<file path="src/mmkc_pkg.sv">
// Shared types and constants for the memory map kernel carve block.
`timescale 1ns / 1ps
package mmkc_pkg;

	localparam int ADDR_BITS = 64;
	localparam int FIELD_W   = 64;
	localparam int TYPE_W    = 32;
	localparam int TAG_W     = 2;
	localparam int PADDR_W   = 5;

	localparam logic [TAG_W-1:0] TAG_FW       = 2'd0;
	localparam logic [TAG_W-1:0] TAG_KERNEL   = 2'd1;
	localparam logic [TAG_W-1:0] TAG_RESERVED = 2'd2;

	localparam logic [1:0] REG_KSTART = 2'd0;
	localparam logic [1:0] REG_KEND   = 2'd1;
	localparam logic [1:0] REG_LLIM   = 2'd2;

	localparam logic [FIELD_W-1:0] LOW_LIMIT_RST = 64'd1048576;

	typedef logic [ADDR_BITS-1:0] addr_t;

	typedef struct packed {
		addr_t addr;
		addr_t len;
		logic  kern;
	} piece_t;

endpackage

</file>
<file path="src/memory_map_kernel_carve.sv">
// Top level: carves the kernel range out of a stream of memory map regions.
`timescale 1ns / 1ps
// Each accepted region is split into up to three pieces (head before the kernel, the
// kernel region, tail after it) held in the carve register; the pieces then leave one
// per cycle through the result register while result_ready allows, where the low-limit
// correction is applied in order. A region holds the carve register until its last
// piece moves out, or until it retires when it yields none; the block takes a new
// region in that same cycle. Results pass through the carve register and then the
// result register. Registers sit on the APB port at byte addresses 0, 8 and 16
// (kernel start, kernel end, low limit); write them only while the block is idle.
module memory_map_kernel_carve import mmkc_pkg::*; (
	input  logic                 clk,
	input  logic                 arst_n,
	input  logic                 psel,
	input  logic                 penable,
	input  logic                 pwrite,
	input  logic [PADDR_W-1:0]   paddr,
	input  logic [FIELD_W-1:0]   pwdata,
	output logic [FIELD_W-1:0]   prdata,
	output logic                 pready,
	input  logic                 region_valid,
	output logic                 region_ready,
	input  logic [FIELD_W-1:0]   region_addr,
	input  logic [FIELD_W-1:0]   region_len,
	input  logic [TYPE_W-1:0]    region_type,
	input  logic                 new_map,
	output logic                 result_valid,
	input  logic                 result_ready,
	output logic [FIELD_W-1:0]   out_addr,
	output logic [FIELD_W-1:0]   out_len,
	output logic [TYPE_W-1:0]    out_type,
	output logic [TAG_W-1:0]     out_tag,
	output logic                 out_last
);

	logic [FIELD_W-1:0] kstart_q, kend_q, llim_q;
	addr_t ks, ke, lim;

	logic inside_q, emitted_q, lfd_q;

	// carve stage
	logic          valid_s1, first_s1, new_map_s1;
	logic [2:0]    mask_s1;
	piece_t        pc_s1 [3];
	logic [TYPE_W-1:0] type_s1;

	logic [FIELD_W-1:0] out_addr_q, out_len_q;
	logic [TYPE_W-1:0]  out_type_q;
	logic [TAG_W-1:0]   out_tag_q;
	logic               out_last_q, result_valid_q;

	assign ks  = kstart_q[ADDR_BITS-1:0];
	assign ke  = kend_q[ADDR_BITS-1:0];
	assign lim = llim_q[ADDR_BITS-1:0];

	// configuration port
	assign pready = 1'b1;

	always_ff @(posedge clk or negedge arst_n) begin
		if (!arst_n) begin
			kstart_q <= '0;
			kend_q   <= '0;
			llim_q   <= LOW_LIMIT_RST;
		end else if (psel && penable && pwrite && pready) begin
			unique case (paddr[4:3])
				REG_KSTART: kstart_q <= pwdata;
				REG_KEND:   kend_q   <= pwdata;
				REG_LLIM:   llim_q   <= pwdata;
				default:    ;
			endcase
		end
	end

	always_comb begin
		unique case (paddr[4:3])
			REG_KSTART: prdata = kstart_q;
			REG_KEND:   prdata = kend_q;
			REG_LLIM:   prdata = llim_q;
			default:    prdata = '0;
		endcase
	end

	// carve one region into pieces
	addr_t  a_in, l_in, last_in, tail_start, tail_len;
	logic   ik, ea, outside, ik_next, acc_in;
	piece_t p0, p1, p2;
	logic [2:0] m_in;

	assign a_in    = region_addr[ADDR_BITS-1:0];
	assign l_in    = region_len[ADDR_BITS-1:0];
	assign last_in = a_in + l_in - ADDR_BITS'(1);
	assign ik      = inside_q && !new_map;
	assign ea      = emitted_q && !new_map;
	assign outside = (last_in < ks) || (a_in >= ke);
	// last - start + 1 without waiting on last
	assign tail_start = (a_in > ke) ? a_in : ke;
	assign tail_len   = (a_in > ke) ? l_in : a_in + l_in - ke;
	assign acc_in     = region_valid && region_ready;

	always_comb begin
		p0      = '{addr: ks, len: ke - ks, kern: 1'b1};
		p1      = '{addr: a_in, len: l_in, kern: 1'b0};
		p2      = '{addr: tail_start, len: tail_len, kern: 1'b0};
		m_in    = 3'b000;
		ik_next = ik;
		if (!ik) begin
			if (outside) begin
				// kernel goes first when the map starts above it
				m_in[0] = !ea && (a_in >= ke);
				m_in[1] = 1'b1;
			end else begin
				p0      = '{addr: a_in, len: ks - a_in, kern: 1'b0};
				m_in[0] = a_in < ks;
				p1      = '{addr: ks, len: ke - ks, kern: 1'b1};
				m_in[1] = 1'b1;
				m_in[2] = last_in >= ke;
				ik_next = !(last_in >= ke);
			end
		end else if (last_in >= ke) begin
			m_in[2] = 1'b1;
			ik_next = 1'b0;
		end
	end

	// pick the next piece and apply the low-limit fix
	piece_t     cur;
	logic [2:0] rest;
	logic       out_load, retire, eff_lfd, fix_lfd;
	addr_t      fix_addr, fix_len;
	logic [TAG_W-1:0] fix_tag;

	always_comb begin
		if (mask_s1[0]) begin
			cur  = pc_s1[0];
			rest = {mask_s1[2:1], 1'b0};
		end else if (mask_s1[1]) begin
			cur  = pc_s1[1];
			rest = {mask_s1[2], 2'b00};
		end else begin
			cur  = pc_s1[2];
			rest = 3'b000;
		end
	end

	assign out_load = valid_s1 && (mask_s1 != 3'b000) && (!result_valid_q || result_ready);
	assign retire   = valid_s1 && ((mask_s1 == 3'b000) || (out_load && rest == 3'b000));
	assign region_ready = !valid_s1 || retire;
	assign eff_lfd  = lfd_q && !(new_map_s1 && first_s1);

	always_comb begin
		fix_addr = cur.addr;
		fix_len  = cur.len;
		fix_tag  = cur.kern ? TAG_KERNEL : TAG_FW;
		fix_lfd  = eff_lfd;
		if (!eff_lfd) begin
			if (cur.addr >= lim) begin
				fix_lfd = 1'b1;
			end else if (cur.len > lim - cur.addr) begin
				// straddles the limit: trim to start at it
				fix_len  = cur.len + cur.addr - lim;
				fix_addr = lim;
				fix_lfd  = 1'b1;
			end else begin
				fix_tag = TAG_RESERVED;
			end
		end
	end

	// control state
	always_ff @(posedge clk or negedge arst_n) begin
		if (!arst_n) begin
			inside_q   <= 1'b0;
			emitted_q  <= 1'b0;
			lfd_q      <= 1'b0;
			valid_s1   <= 1'b0;
			first_s1   <= 1'b0;
			new_map_s1 <= 1'b0;
			mask_s1    <= 3'b000;
			result_valid_q <= 1'b0;
		end else begin
			if (acc_in) begin
				inside_q  <= ik_next;
				emitted_q <= ea || (m_in != 3'b000);
			end
			if (out_load) begin
				lfd_q <= fix_lfd;
			end else if (retire && new_map_s1 && first_s1) begin
				lfd_q <= 1'b0;
			end
			if (acc_in) begin
				valid_s1   <= 1'b1;
				first_s1   <= 1'b1;
				new_map_s1 <= new_map;
				mask_s1    <= m_in;
			end else if (retire) begin
				valid_s1 <= 1'b0;
				mask_s1  <= 3'b000;
			end else if (out_load) begin
				mask_s1  <= rest;
				first_s1 <= 1'b0;
			end
			if (out_load) begin
				result_valid_q <= 1'b1;
			end else if (result_ready) begin
				result_valid_q <= 1'b0;
			end
		end
	end

	// payload
	always_ff @(posedge clk) begin
		if (acc_in) begin
			pc_s1[0] <= p0;
			pc_s1[1] <= p1;
			pc_s1[2] <= p2;
			type_s1  <= region_type;
		end
		if (out_load) begin
			out_addr_q <= FIELD_W'(fix_addr);
			out_len_q  <= FIELD_W'(fix_len);
			out_type_q <= type_s1;
			out_tag_q  <= fix_tag;
			out_last_q <= rest == 3'b000;
		end
	end

	assign result_valid = result_valid_q;
	assign out_addr     = out_addr_q;
	assign out_len      = out_len_q;
	assign out_type     = out_type_q;
	assign out_tag      = out_tag_q;
	assign out_last     = out_last_q;

	// a non-final beat is always followed by the next piece
	a_more_follows: assert property (@(posedge clk) disable iff (!arst_n)
		result_valid && result_ready && !out_last |=> result_valid)
		else $error("piece missing after non-final beat");

	a_ready_when_empty: assert property (@(posedge clk) disable iff (!arst_n)
		!valid_s1 |-> region_ready)
		else $error("carve stage empty but region not ready");

	a_lfd_clear: assert property (@(posedge clk) disable iff (!arst_n)
		$fell(lfd_q) |-> $past(valid_s1 && new_map_s1 && first_s1))
		else $error("low-limit flag cleared outside a new map");

	a_tag_range: assert property (@(posedge clk) disable iff (!arst_n)
		result_valid |-> (out_tag == TAG_FW || out_tag == TAG_KERNEL ||
			out_tag == TAG_RESERVED))
		else $error("bad result tag");

endmodule

</file>
<file path="config.mk">
export PLATFORM = sky130hd
export DESIGN_NAME = memory_map_kernel_carve
export DESIGN_NICKNAME = d
export VERILOG_FILES = /design/src/mmkc_pkg.sv /design/src/memory_map_kernel_carve.sv
export SDC_FILE = /design/constraint.sdc
export NUM_CORES = 2
export LEC_CHECK = 0
export BUFFER_PORTS_ARGS = -buffer_cell sky130_fd_sc_hd__buf_2
export CELL_PAD_IN_SITES_DETAIL_PLACEMENT = 0
export CELL_PAD_IN_SITES_GLOBAL_PLACEMENT = 1
export CORE_UTILIZATION = 48
export DETAILED_ROUTE_END_ITERATION = 8
export PLACE_DENSITY = 0.88
export REMOVE_ABC_BUFFERS = 1
export SETUP_SLACK_MARGIN = 0.02
export SLEW_MARGIN = 20
export SYNTH_ARGS = -nofsm -noshare
export SYNTH_HDL_FRONTEND = slang
export SYNTH_SLANG_ARGS = --single-unit
</file>
<file path="constraint.sdc">
create_clock -name clk -period 19.8 [get_ports clk]
set_clock_uncertainty 0.2 [all_clocks]
set_input_delay 4.95 -clock clk [delete_from_list [all_inputs] [get_ports clk]]
set_output_delay 4.95 -clock clk [all_outputs]
set_load 0.03 [all_outputs]
</file>
==> metrics.cfg <==
[worst_setup_path]
worst-setup-path-type = primary input to register
start_kind = primary input
cp_max_fo = 78
worstPathArrival_ns = 15.08
worstSetupEndpointType = register
slowest_delay_ns = 0.65
cp.required_ns = 19.97
cp_slowest_cell = buf_4

[detailed_routing]
drt-total-wl_mm = 246
drtIter0Drc = 7144
vias_per_cell = 6.12
wl_per_cell_um = 25.6
first_pass_iters = 7
vias = 58600
ant_nets = 0
drc = 0

[yosys]
syn-cell-area_sq_um = 66300
synth_flop_cell = edfxtp_1
ys_types = 107
async_flop_share_pct = 25.8
avgSynthCellArea_sq_um = 8.97
postSynthCellCount = 7396
ys_seq_elements = 783
yosys_warnings = 0
ys_seq_area_share_pct = 33.9
synth_edf_count = 581

[clock_tree]
post-cts-setup-buffers = 0
clockRootBuffer = clkbuf_16
clkSinkCount = 783
cts_buffers = 85
path_clk_slew_ns = 0.06
post_cts_resized = 0
cts_buffer_depth = 3
cts_hold_buf = 0
h-tree-depth = 3
clk_latency_ns = 0.69
cts_tree = built

[run_status]
outcome = finished, final reports clean

[sta]
relSlewSlack_pct = 17.2
max_freq_ghz = 0.0671
setup_viol_count_final = 0
finalCriticalPeriod_ns = 14.90
rsz0062_at_grt = false
finalHoldViolCount = 0
maxSlewViolCount = 0
worstMarginPinSlew_ns = 1.23
timing.final.crit_share_pct = 75.3
whs_ns = 0.220

[global_route]
antenna_found_initial = 38
grt_pass1_vias = 54300
grt_pass1_wl_mm = 352
grt_max_degree = 194
grt.overflow.total = 0
track_usage_pct = 34.1

[floorplan]
num_io_pins = 467
dieArea_sq_um = 140000
core_region_area_sq_um = 137000
dieHeight_um = 374
die_w_um = 374
initial_core_util_pct = 48.3
rows = 136

[layout]
fin_nets = 8631
layout-drive-gt1-share_pct = 11.9
area_delta_synth_final_pct = 10.4
layout.cells.non_filler = 9586
layout_commonest_cell = nand2_1
final_cell_mix = 807 x nand2_1, 721 x o21ai_0, 638 x ha_1

[flow_run]
maxCapViolations = 0

[worst_hold_path]
hold_class = register to register

[placed_design]
post-dp-hpwl_mm = 200
portBuffers = 462
routabilityCongestion = 1.02
dp_cells = 9395

-- area by class of cell --
| cell class | instances | area (sq um) |
|---|---|---|
| Inverter | 575 | 2170 |
| Timing Repair Buffer | 530 | 2890 |
| Clock inverter | 54 | 568 |
| Multi-Input combinational cell | 5713 | 40400 |
| Clock buffer | 105 | 2320 |
| Sequential cell | 783 | 22500 |
| Antenna cell | 32 | 80.1 |
| Fill cell | 12800 | 64100 |
| Tap cell | 1794 | 2240 |
-- cell usage after synthesis (all sizes together), types with 13 or more instances --
cell	number	area [sq um]
or2	14	87.6
a21oi	630	3170
or3	29	191
a221oi	17	149
o221ai	13	114
a21o	381	2860
and4	15	131
buf	74	348
a41oi	15	139
a31oi	44	275
edfxtp	581	17400
nor3	99	500
ha	638	7980
o211ai	34	255
xor2	168	1480
o31ai	37	292
nor4	40	284
nor2	400	1500
dfrtp	201	5030
nand3	111	556
fa	68	1360
a211oi	49	388
o21ai	739	3700
clkbuf	251	943
nand2b	63	397
mux2i	287	2870
o21bai	79	593
o2111ai	18	164
mux2	186	2090
xnor2	225	1980
nand2	808	3030
inv	575	2160
a21boi	21	158
and3	43	269
nor2b	50	320
a2111oi	15	206
nand4	133	845
o21a	50	375
and2	37	231
-- path summary, 6_finish.rpt --
kind,startpoint,endpoint,slack (ns),cells after the start
worst max-delay path,region_addr[1],pc_s1[0][87]$_DFFE_PP_,4.90,28
worst min-delay path,type_s1[25]$_DFFE_PP_,out_type[25]$_DFFE_PP_,0.22,0
worst max register to register,mask_s1[0]$_DFFE_PN0P_,out_len[10]$_DFFE_PP_,8.46,29
worst min register to register,type_s1[25]$_DFFE_PP_,out_type[25]$_DFFE_PP_,0.22,0
max in group asynchronous,arst_n,mask_s1[1]$_DFFE_PN0P_,12.99,3
min in group asynchronous,arst_n,ks[8]$_DFFE_PN0P_,4.05,1
-- registers in the layout (all words and copies together) (netlist names), 3 cells and up --
signal / count
ke: 64
ks: 64
lim: 64
mask_s1: 3
out_addr: 64
out_len: 64
out_type: 32
pc_s1: 386
type_s1: 32
-- critical path, delay by kind of cell --
family          cells  cell delay, ns
compound gates     10            2.78
xor+xnor            2            0.49
simple gates       10            4.38
buf+inv             4            1.52
fa+ha+maj           2            0.88
-- routing by layer --
metal | vias up | wire (um) | part of all wire, % | global-route usage, %
li1 | 27400 | - | - | -
met1 | 28000 | 114000 | 46 | 52.4
met2 | 2857 | 95700 | 39 | 46.4
met3 | 333 | 26400 | 11 | 6.72
met4 | 0 | 9620 | 3.9 | 12.5
met5 | - | 0 | 0 | 0
-- kinds of logic after synthesis --
group | count (synthesis) | synth area share, %
simple gates | 1898 | 13.3
compound gates | 2242 | 20.8
other cells | 1 | 0.00566
fa+ha+maj | 706 | 14.1
flops | 783 | 33.9
mux | 473 | 7.49
buf+inv | 900 | 5.20
xor+xnor | 393 | 5.21
-- per-stage QoR --
step	worst slack [ns]	util [%]	area, sq um	setup TNS [ns]
floorplan	-6.25	-	65000	-1040.54
global placement	4.34	51.1	70200	0
detailed placement	4.14	51.1	70200	0
CTS	4.86	53.2	73100	0
global route	4.38	53.3	73200	0
finish	4.90	53.3	73200	0
Power is not shown: default switching activity piles up to over one toggle a cycle in this logic, so the estimate is an artifact.
